**config.mk**
```make
export PLATFORM = sky130hd
export DESIGN_NAME = fmacl_cell
export DESIGN_NICKNAME = d
export VERILOG_FILES = /design/src/design/fmacl_pkg.sv /design/src/design/fmacl_cell.sv
export SDC_FILE = /design/constraint.sdc
export NUM_CORES = 1
export LEC_CHECK = 0
export BUFFER_PORTS_ARGS = -buffer_cell sky130_fd_sc_hd__buf_2
export CAP_MARGIN = 20
export CORE_MARGIN = 5
export CORE_UTILIZATION = 53
export DETAILED_ROUTE_END_ITERATION = 6
export PLACE_DENSITY = 0.91
export REMOVE_ABC_BUFFERS = 1
export SLEW_MARGIN = 20
export SYNTH_ARGS = -nofsm -noshare
export SYNTH_HDL_FRONTEND = slang
export SYNTH_SLANG_ARGS = --single-unit
```
**constraint.sdc**
```tcl
create_clock -name i_clk -period 6 [get_ports i_clk]
set_clock_uncertainty 0.15 [all_clocks]
set_input_delay 0.3 -clock i_clk [delete_from_list [all_inputs] [get_ports i_clk]]
set_output_delay 0.3 -clock i_clk [all_outputs]
set_load 0.005 [all_outputs]
```
**src/design/fmacl_pkg.sv**
```systemverilog
// shared types and constants for the first-match ipv4 access list
// no dependencies; used by fmacl_cell and first_match_ipv4_acl
`default_nettype none

package fmacl_pkg;

    localparam int ADDR_W        = 32;
    localparam int LEN_W         = 6;
    localparam int MAX_LEN       = 32;
    localparam int MAX_RULES_DEF = 256;

    // opcode values
    localparam logic OP_INSERT = 1'b0;
    localparam logic OP_QUERY  = 1'b1;

    // one input item
    typedef struct packed {
        logic              opcode;
        logic [ADDR_W-1:0] address;
        logic [LEN_W-1:0]  prefix_len;
        logic              allow;
    } t_in_item;

    // one result item
    typedef struct packed {
        logic permit;
        logic rule_dropped;
    } t_out_item;

    // item as it travels from cell to cell
    typedef struct packed {
        logic              valid;
        logic              opcode;
        logic [ADDR_W-1:0] address;
        logic [LEN_W-1:0]  prefix_len;
        logic              allow;
        logic              done;
        logic              verdict;
    } t_link;

endpackage

`default_nettype wire

```
**src/design/fmacl_cell.sv**
```systemverilog
// one rule slot of the access list chain, holding a single rule
// depends on fmacl_pkg for the link type and opcode constants
`default_nettype none

module fmacl_cell (
    input  wire logic            i_clk,
    input  wire logic            i_rst_n,
    input  wire logic            i_en,
    input  wire fmacl_pkg::t_link i_link,
    output fmacl_pkg::t_link     o_link,
    output logic                 o_used
);

    logic                           r_used, n_used;
    logic                           r_valid;
    fmacl_pkg::t_link               r_link, n_link;
    logic [fmacl_pkg::ADDR_W-1:0]   r_rule_addr, n_rule_addr;
    logic [fmacl_pkg::LEN_W-1:0]    r_rule_len, n_rule_len;
    logic                           r_rule_allow, n_rule_allow;
    logic                           w_hit;

    // leading-ones mask for a prefix length of 0..32
    function automatic logic [fmacl_pkg::ADDR_W-1:0] prefix_mask(
        input logic [fmacl_pkg::LEN_W-1:0] len
    );
        logic [fmacl_pkg::ADDR_W-1:0] m;
        if (len == '0) begin
            m = '0;
        end else begin
            m = {fmacl_pkg::ADDR_W{1'b1}} << (6'(fmacl_pkg::MAX_LEN) - len);
        end
        return m;
    endfunction

    // stored rule matches the passing query
    assign w_hit = r_used && (r_rule_len <= i_link.prefix_len) &&
                   (((r_rule_addr ^ i_link.address) & prefix_mask(r_rule_len)) == '0);

    // claim an empty slot on insert, resolve a query on first match
    always_comb begin
        n_link       = i_link;
        n_used       = r_used;
        n_rule_addr  = r_rule_addr;
        n_rule_len   = r_rule_len;
        n_rule_allow = r_rule_allow;
        if (i_link.valid && !i_link.done) begin
            if (i_link.opcode == fmacl_pkg::OP_INSERT) begin
                if (!r_used) begin
                    n_used       = 1'b1;
                    n_rule_addr  = i_link.address;
                    n_rule_len   = i_link.prefix_len;
                    n_rule_allow = i_link.allow;
                    n_link.done  = 1'b1;
                end
            end else if (w_hit) begin
                n_link.done    = 1'b1;
                n_link.verdict = r_rule_allow;
            end
        end
    end

    // control state
    always_ff @(posedge i_clk) begin
        if (!i_rst_n) begin
            r_used  <= 1'b0;
            r_valid <= 1'b0;
        end else if (i_en) begin
            r_used  <= n_used;
            r_valid <= i_link.valid;
        end
    end

    // payload and rule storage
    always_ff @(posedge i_clk) begin
        if (i_en) begin
            r_link       <= n_link;
            r_rule_addr  <= n_rule_addr;
            r_rule_len   <= n_rule_len;
            r_rule_allow <= n_rule_allow;
        end
    end

    always_comb begin
        o_link       = r_link;
        o_link.valid = r_valid;
    end

    assign o_used = r_used;

endmodule

`default_nettype wire

```
==> metrics, run 1 <==
die area 8510 um^2; layout cells sized above 1 32.5%; Overall Global Routing Usage 18.4%; dpl hpwl 5180 um; flops & latches, synth 83; first-pass GRT wire length approximately 12,000 um; min-delay src i_link[13]; R2R depth 10; Worst setup EP type flop; Worst-path clk slew 80 ps; Synthesis Warnings 0; Seq pwr share 57.9%; final slew viol count 0; sequential-to-total area share from yosys stat 68.9%; Post-CTS Repair Setup Buffers 0; core footprint approximately 6700 um^2; endpoints failing hold 0; Slew HR 35.1%; Comb pwr share 9.6%; Overall Power 1.17 mW; Area contributors post-synth edfxtp_1 (68%), xnor2_1 (4.9%), xor2_1 (3.9%); CTS max path bufs 2; largest net degree at the start of global routing 45; IO Count 90; Antenna Nets Post-Route 0; status finished, final reports clean; cell area after synthesis between 3000 and 4000 um^2; reg2reg start r_rule_len[0]; Net Sw Frac 22.1%; worst setup path category reg -> reg; CTS Buf Count 9; # DRC 0; Startpoint Class flop; n_diodes 0; Final Instance Area roughly 4500 um^2; Layout area overhead 24.3%; hold depth 1; WL final 7570 um; fin nets 402; met3 wire length 529 um; post-synth top area cell edfxtp_1; root cell of the clock tree clkbuf_8; worst skew pair latency 350 ps; port bufs approximately 90; routability-driven placement congestion ratio 0.849; wire length per cell 17.6 um; TritonRoute pass-1 iters 4; TritonCTS clock tree done; cell-internal power about 0.9 mW; TNS Setup 0 ps; Switch Pwr roughly 0.26 mW; Die X between 90 and 100 um; CP required 5950 ps; Filler Cells Inserted 506; met2 wire len 3790 um; worst r2r dst o_link[0]; DR iter-0 viols 186; row cnt 30; CTS hold repair buffers 6; Post-synth EDFFs 81; Max Fclk between 0.2 and 0.3 GHz; Top FF cell, synth edfxtp_1; Synth cell types 47; post-DR vias/cell 5.43; worst hold path type in -> reg; Vias 2,339; Post-synth ARST share 0%; total grt overflow 0; final period utilization 56.2%; post-CTS resize count 0; H-tree Lvls 3; Reg2Reg Setup Slack between 2000 and 3000 ps; number of global-route vias before repair 2,502; worst slew pin tran 973 ps; Avg Cell Area, Syn about 15 um^2; Final min period 3370 ps; top routing layer in use met4; CP Max Fanout 8; Clock Sinks 83; RSZ-0062 raised after global routing no; initial antenna violation count 0; Starting Density 53.7%; Die H 92.3 um; post-synth top area share 67.8%; worst vdd ir 183 uV; placed cell area approximately 4100 um^2; # setup viols final 0; max_cap viols 0; Static Leak between 1.5 and 2 nW; Hold Path End o_link[13]; Worst EP arrival 3320 ps; DRT met1 WL 3090 um; Clock power frac roughly 33%; PD cells 262 nW/um^2; Post-Syn Instances 234
-- cell families (layout without fill, tap and decap cells) --
logic type               count (synthesis)  count (layout)  synth area share (%)
AND/OR/NAND/NOR                         41              41                  6.45
flip-flops                              83              83                  68.9
buffers and inverters                   14             131                  1.85
AO/OA/AOI/OAI                           46              46                  8.86
adder cells (fa/ha/maj)                 12              12                  4.05
XOR/XNOR                                37              37                  9.56
multiplexers                             1               1                 0.314
-- how the worst max path moves through the flow --
stage / from / to / slack (ps) / cells after the start
finish: r_rule_len[0] / o_link[0] / 2630 / 10
detailed placement: r_rule_len[1] / o_link[0] / 2680 / 10
floorplan: o_used / r_rule_addr[0] / 1120 / 1
global placement: r_rule_len[1] / o_link[0] / 2850 / 10
global route: r_rule_len[0] / o_link[0] / 2460 / 10
CTS: r_rule_len[0] / o_link[0] / 2650 / 10
-- state kept, by name, indices dropped and copies added, names as in the netlist --
signal / flops
r_rule_addr: 32
r_valid: 1
o_link: 42
r_rule_allow: 1
r_rule_len: 6
o_used: 1
-- critical path, stage by stage (launching register included) --
cell and delay (ps):
edfxtp_1 520, inv_1 170, ha_1 430, nand2b_2 130
or4b_4 510, o311a_1 150, o32ai_1 110, and4bb_1 230
a31oi_1 120, nor3_2 260, mux2_1 340
-- cell usage in the layout (no fill, tap or decap), types with 4 or more instances in the layout --
cell / instances
ha_1: 10
xnor2_1: 20
dlygate4sd3_1: 16
edfxtp_1: 81
a22oi_1: 5
buf_2: 89
nor2_1: 12
inv_1: 9
a21oi_1: 8
o21ai_0: 7
xor2_1: 16
nor3_1: 4
nand2_1: 8
clkbuf_8: 9
a31oi_1: 6
-- cells in the mapped netlist (all sizes together), types with 2 or more instances --
cell and instances:
nand2 8, edfxtp 81, inv 9, a21boi 2
o21ai 8, o22ai 3, o21a 3, buf 4
a21oi 8, nand4 2, dfxtp 2, a31oi 6
ha 10, maj3 2, nand3 2, nor3 6
xor2 16, nand2b 2, nor2 13, a22oi 5
xnor2 21, nor2b 2
-- power by group through the flow --
| stage | clock network [mW] | registers (mW) | logic, mW |
|---|---|---|---|
| final | 0.380 | 0.676 | 0.112 |
| after global routing | 0.413 | 0.679 | 0.123 |
| after CTS | 0.387 | 0.677 | 0.107 |
| after detailed placement | 0 | 0.689 | 0.103 |
| after global placement | 0 | 0.688 | 0.0997 |
| after floorplan | 0 | 0.694 | 0.0367 |
-- through the flow --
step | std cells | util (%) | setup WS (ps) | hold WS (ps)
after floorplan | 229 | - | 1120 | 249
final | 431 | 66.7 | 2630 | 17.9
after global placement | 399 | 61.6 | 2850 | 317
after CTS | 421 | 65.2 | 2650 | 0.781
after detailed placement | 399 | 61.6 | 2680 | 331
after global routing | 431 | 66.7 | 2460 | 3.43
-- cell type report --
| cell class | count | area (um^2) | share of cell area [%] |
|---|---|---|---|
| well taps | 80 | 100 | 2.25 |
| clock inverters | 6 | 56.3 | 1.26 |
| inverters | 9 | 33.8 | 0.758 |
| multi-input cells | 137 | 1050 | 23.7 |
| clock buffers | 10 | 128 | 2.86 |
| repair buffers | 106 | 613 | 13.8 |
| flip-flops and latches | 83 | 2470 | 55.5 |
-- layer usage --
layer / up-vias / global-route usage, %
met5: - / 0
met4: 0 / 8.54
met3: 15 / 5.33
met2: 101 / 30.4
met1: 1115 / 22.1
li1: 1108 / -
No activity file was read; power rests on OpenSTA's default activity.
==> inputs of run 2 (changes only) <==
ABC_AREA = 1   (was not set)
CORE_UTILIZATION = 48   (was 53)
PLACE_DENSITY = 0.87   (was 0.91)
clock period = 2.9 ns   (was 6 ns; I/O delays follow)
==> metrics, run 2 <==
Vias 2,637; Placed Cells 486; Die X around 97 um; largest net degree at the start of global routing 45; R2R depth 17; port bufs 89; root cell of the clock tree clkbuf_8; TNS Setup 0 ps; first-pass GRT wire length ~13,000 um; total grt overflow 0; Clock power frac 32.1%; PD cells 504 nW/um^2; CP Max Fanout 6; TritonRoute pass-1 iters 4; Die H 97.1 um; Final min period 2580 ps; worst slew pin tran about 540 ps; Clock Sinks 83; Non-Filler Instances 547; layout cells sized above 1 25.7%; Overall Global Routing Usage between 10% and 20%; top-count cell post-synth edfxtp_1; dpl hpwl 5220 um; RSZ-0062 raised after global routing no; Seq pwr share 57.4%; Top FF cell, synth edfxtp_1; Synth cell types 23; status finished, final reports clean; endpoints failing hold 0; commonest non-fill, non-tap cell in the layout buf_2; cell-internal power 1.91 mW; fin nets 499; Avg Cell Area, Syn 12.1 um^2; Largest register FFs between 40 and 50; max_cap viols 0; number of global-route vias before repair between 2,000 and 3,000; final period utilization 89.0%; n_diodes 0; Worst-path clk slew 80 ps; Post-CTS Repair Setup Buffers 0; Post-synth ARST share 0%; post-DR vias/cell 4.82; Synthesis Warnings 0; initial antenna violation count 0; DR iter-0 viols 241; CP required 2870 ps; Post-synth top cells edfxtp_1 (81), nand2_1 (78), xor2_1 (29); CTS Buf Count 9; worst slack, placed 337 ps; final slew viol count 0; Layout area overhead 32.8%; Post-Syn Instances 300; Finished Core Util 66.0%; flops & latches, synth 83; wire length per cell 14.1 um; worst setup path category reg -> reg; TritonCTS clock tree done; H-tree Lvls 3; Worst setup EP type flop; CTS max path bufs 2; IO Count 90; Slew HR 64.2%; worst vdd ir 466 uV; Switch Pwr 0.528 mW; sequential-to-total area share from yosys stat around two thirds; core footprint 7330 um^2; Worst EP arrival 2550 ps; # setup viols final 0; routability-driven placement congestion ratio 0.937; post-synth top area share between 60% and 70%; Comb pwr share 10.6%; Area contributors post-synth edfxtp_1 (67%), nand2_1 (8.0%), xor2_1 (7.0%); Antenna Nets Post-Route 0; row cnt 31; WL final 7690 um; Max Fclk 0.387 GHz; # DRC 0; worst hold path type in -> reg; Startpoint Class flop; post-synth top area cell edfxtp_1; Post-synth EDFFs 81; Starting Density 49.7%; Static Leak 2.11 nW; cell area after synthesis 3640 um^2; hold depth 3; highest-count cells in the layout ignoring fill and taps buf_2 (89), edfxtp_1 (81), nand2_1 (78); worst skew pair latency 350 ps; Net Sw Frac 21.7%; die area 9430 um^2; Filler Cells Inserted 540; Setup WS post-layout 319 ps
==> run 2: changes by cell type after synthesis, sizes merged, moves of 3 or more <==
cell	before	now
a22oi	5	0
a21oi	8	3
xnor2	21	2
o21ai	8	2
nand3	2	27
nor2	13	20
o21a	3	0
nand2	8	85
inv	9	28
nor3	6	0
xor2	16	29
a31oi	6	1
==> run 2: final cells by class <==
class | instances | area, um^2 | share of cell area, %
Clock buffer | 12 | 135 | 2.79
Clock inverter | 4 | 51.3 | 1.06
Inverter | 28 | 105 | 2.17
Multi-Input combinational cell | 185 | 1040 | 21.5
Sequential cell | 83 | 2470 | 51.1
Tap cell | 99 | 124 | 2.56
Timing Repair Buffer | 136 | 911 | 18.8
==> run 2: power by group through the flow <==
| stage | sequential (mW) | clock [mW] | combinational, mW |
|---|---|---|---|
| 2_1_floorplan | 1.43 | 0 | 0.0711 |
| 3_3_place_gp | 1.42 | 0 | 0.202 |
| 3_5_place_dp | 1.42 | 0 | 0.209 |
| 4_1_cts | 1.40 | 0.798 | 0.257 |
| 5_1_grt | 1.40 | 0.867 | 0.287 |
| 6_report | 1.40 | 0.781 | 0.257 |
==> run 2: critical path, stage by stage (launching register included) <==
cell and delay [ps]:
edfxtp_1 420, inv_1 200, ha_2 260, nand2_1 130, nand2_1 160, nand2_1 120, inv_1 100, nand2_1 60
nand2_1 70, nand2_1 70, nor2_1 90, nand2_1 50, o21bai_1 110, nand2_1 80, nand2_1 70, nand2_1 70
nand2_1 60, nand2_1 50
==> run 2: per-layer routing <==
layer | up-vias | global-route usage (%) | routed length [um]
met4 | 0 | 7.34 | 187
met2 | 104 | 28.4 | 3740
met1 | 1218 | 19.6 | 3080
met3 | 20 | 7.61 | 678
li1 | 1295 | - | -
met5 | - | 0 | 0
==> run 2: worst paths after layout <==
check	startpoint	to	slack [ps]
hold / removal	i_en	o_used	90
setup reg to reg	r_rule_len[0]	o_link[0]	320
hold reg to reg	r_rule_allow	o_link[0]	420
setup / recovery	r_rule_len[0]	o_link[0]	320
==> run 2: kinds of logic (layout without fill, tap and decap cells) <==
family / after synthesis / after routing / share of synthesized area (%)
and+or+nand+nor: 132 / 132 / 15.2
buffers and inverters: 32 / 180 / 3.91
xor gates and xnor gates: 31 / 31 / 7.45
DFF: 83 / 83 / 67.9
adders and majority gates: 10 / 10 / 3.43
AOI/OAI and AO/OA: 12 / 12 / 2.13
==> run 2: per-stage QoR <==
stage          area (um^2)  hold slack (ps)  power (mW)
6_report              4840             86.4        2.44
3_3_place_gp          4200              191        1.62
5_1_grt               4840              109        2.56
3_5_place_dp          4200              198        1.63
2_1_floorplan         3610             88.5        1.50
4_1_cts               4830             75.9        2.45
==> run 2: repair_timing <==
item,4_1_cts,5_1_grt
setup endpoints to repair,0,1
hold buffers,45,0
endpoints found under the hold margin,83,0
gates resized for setup,0,1
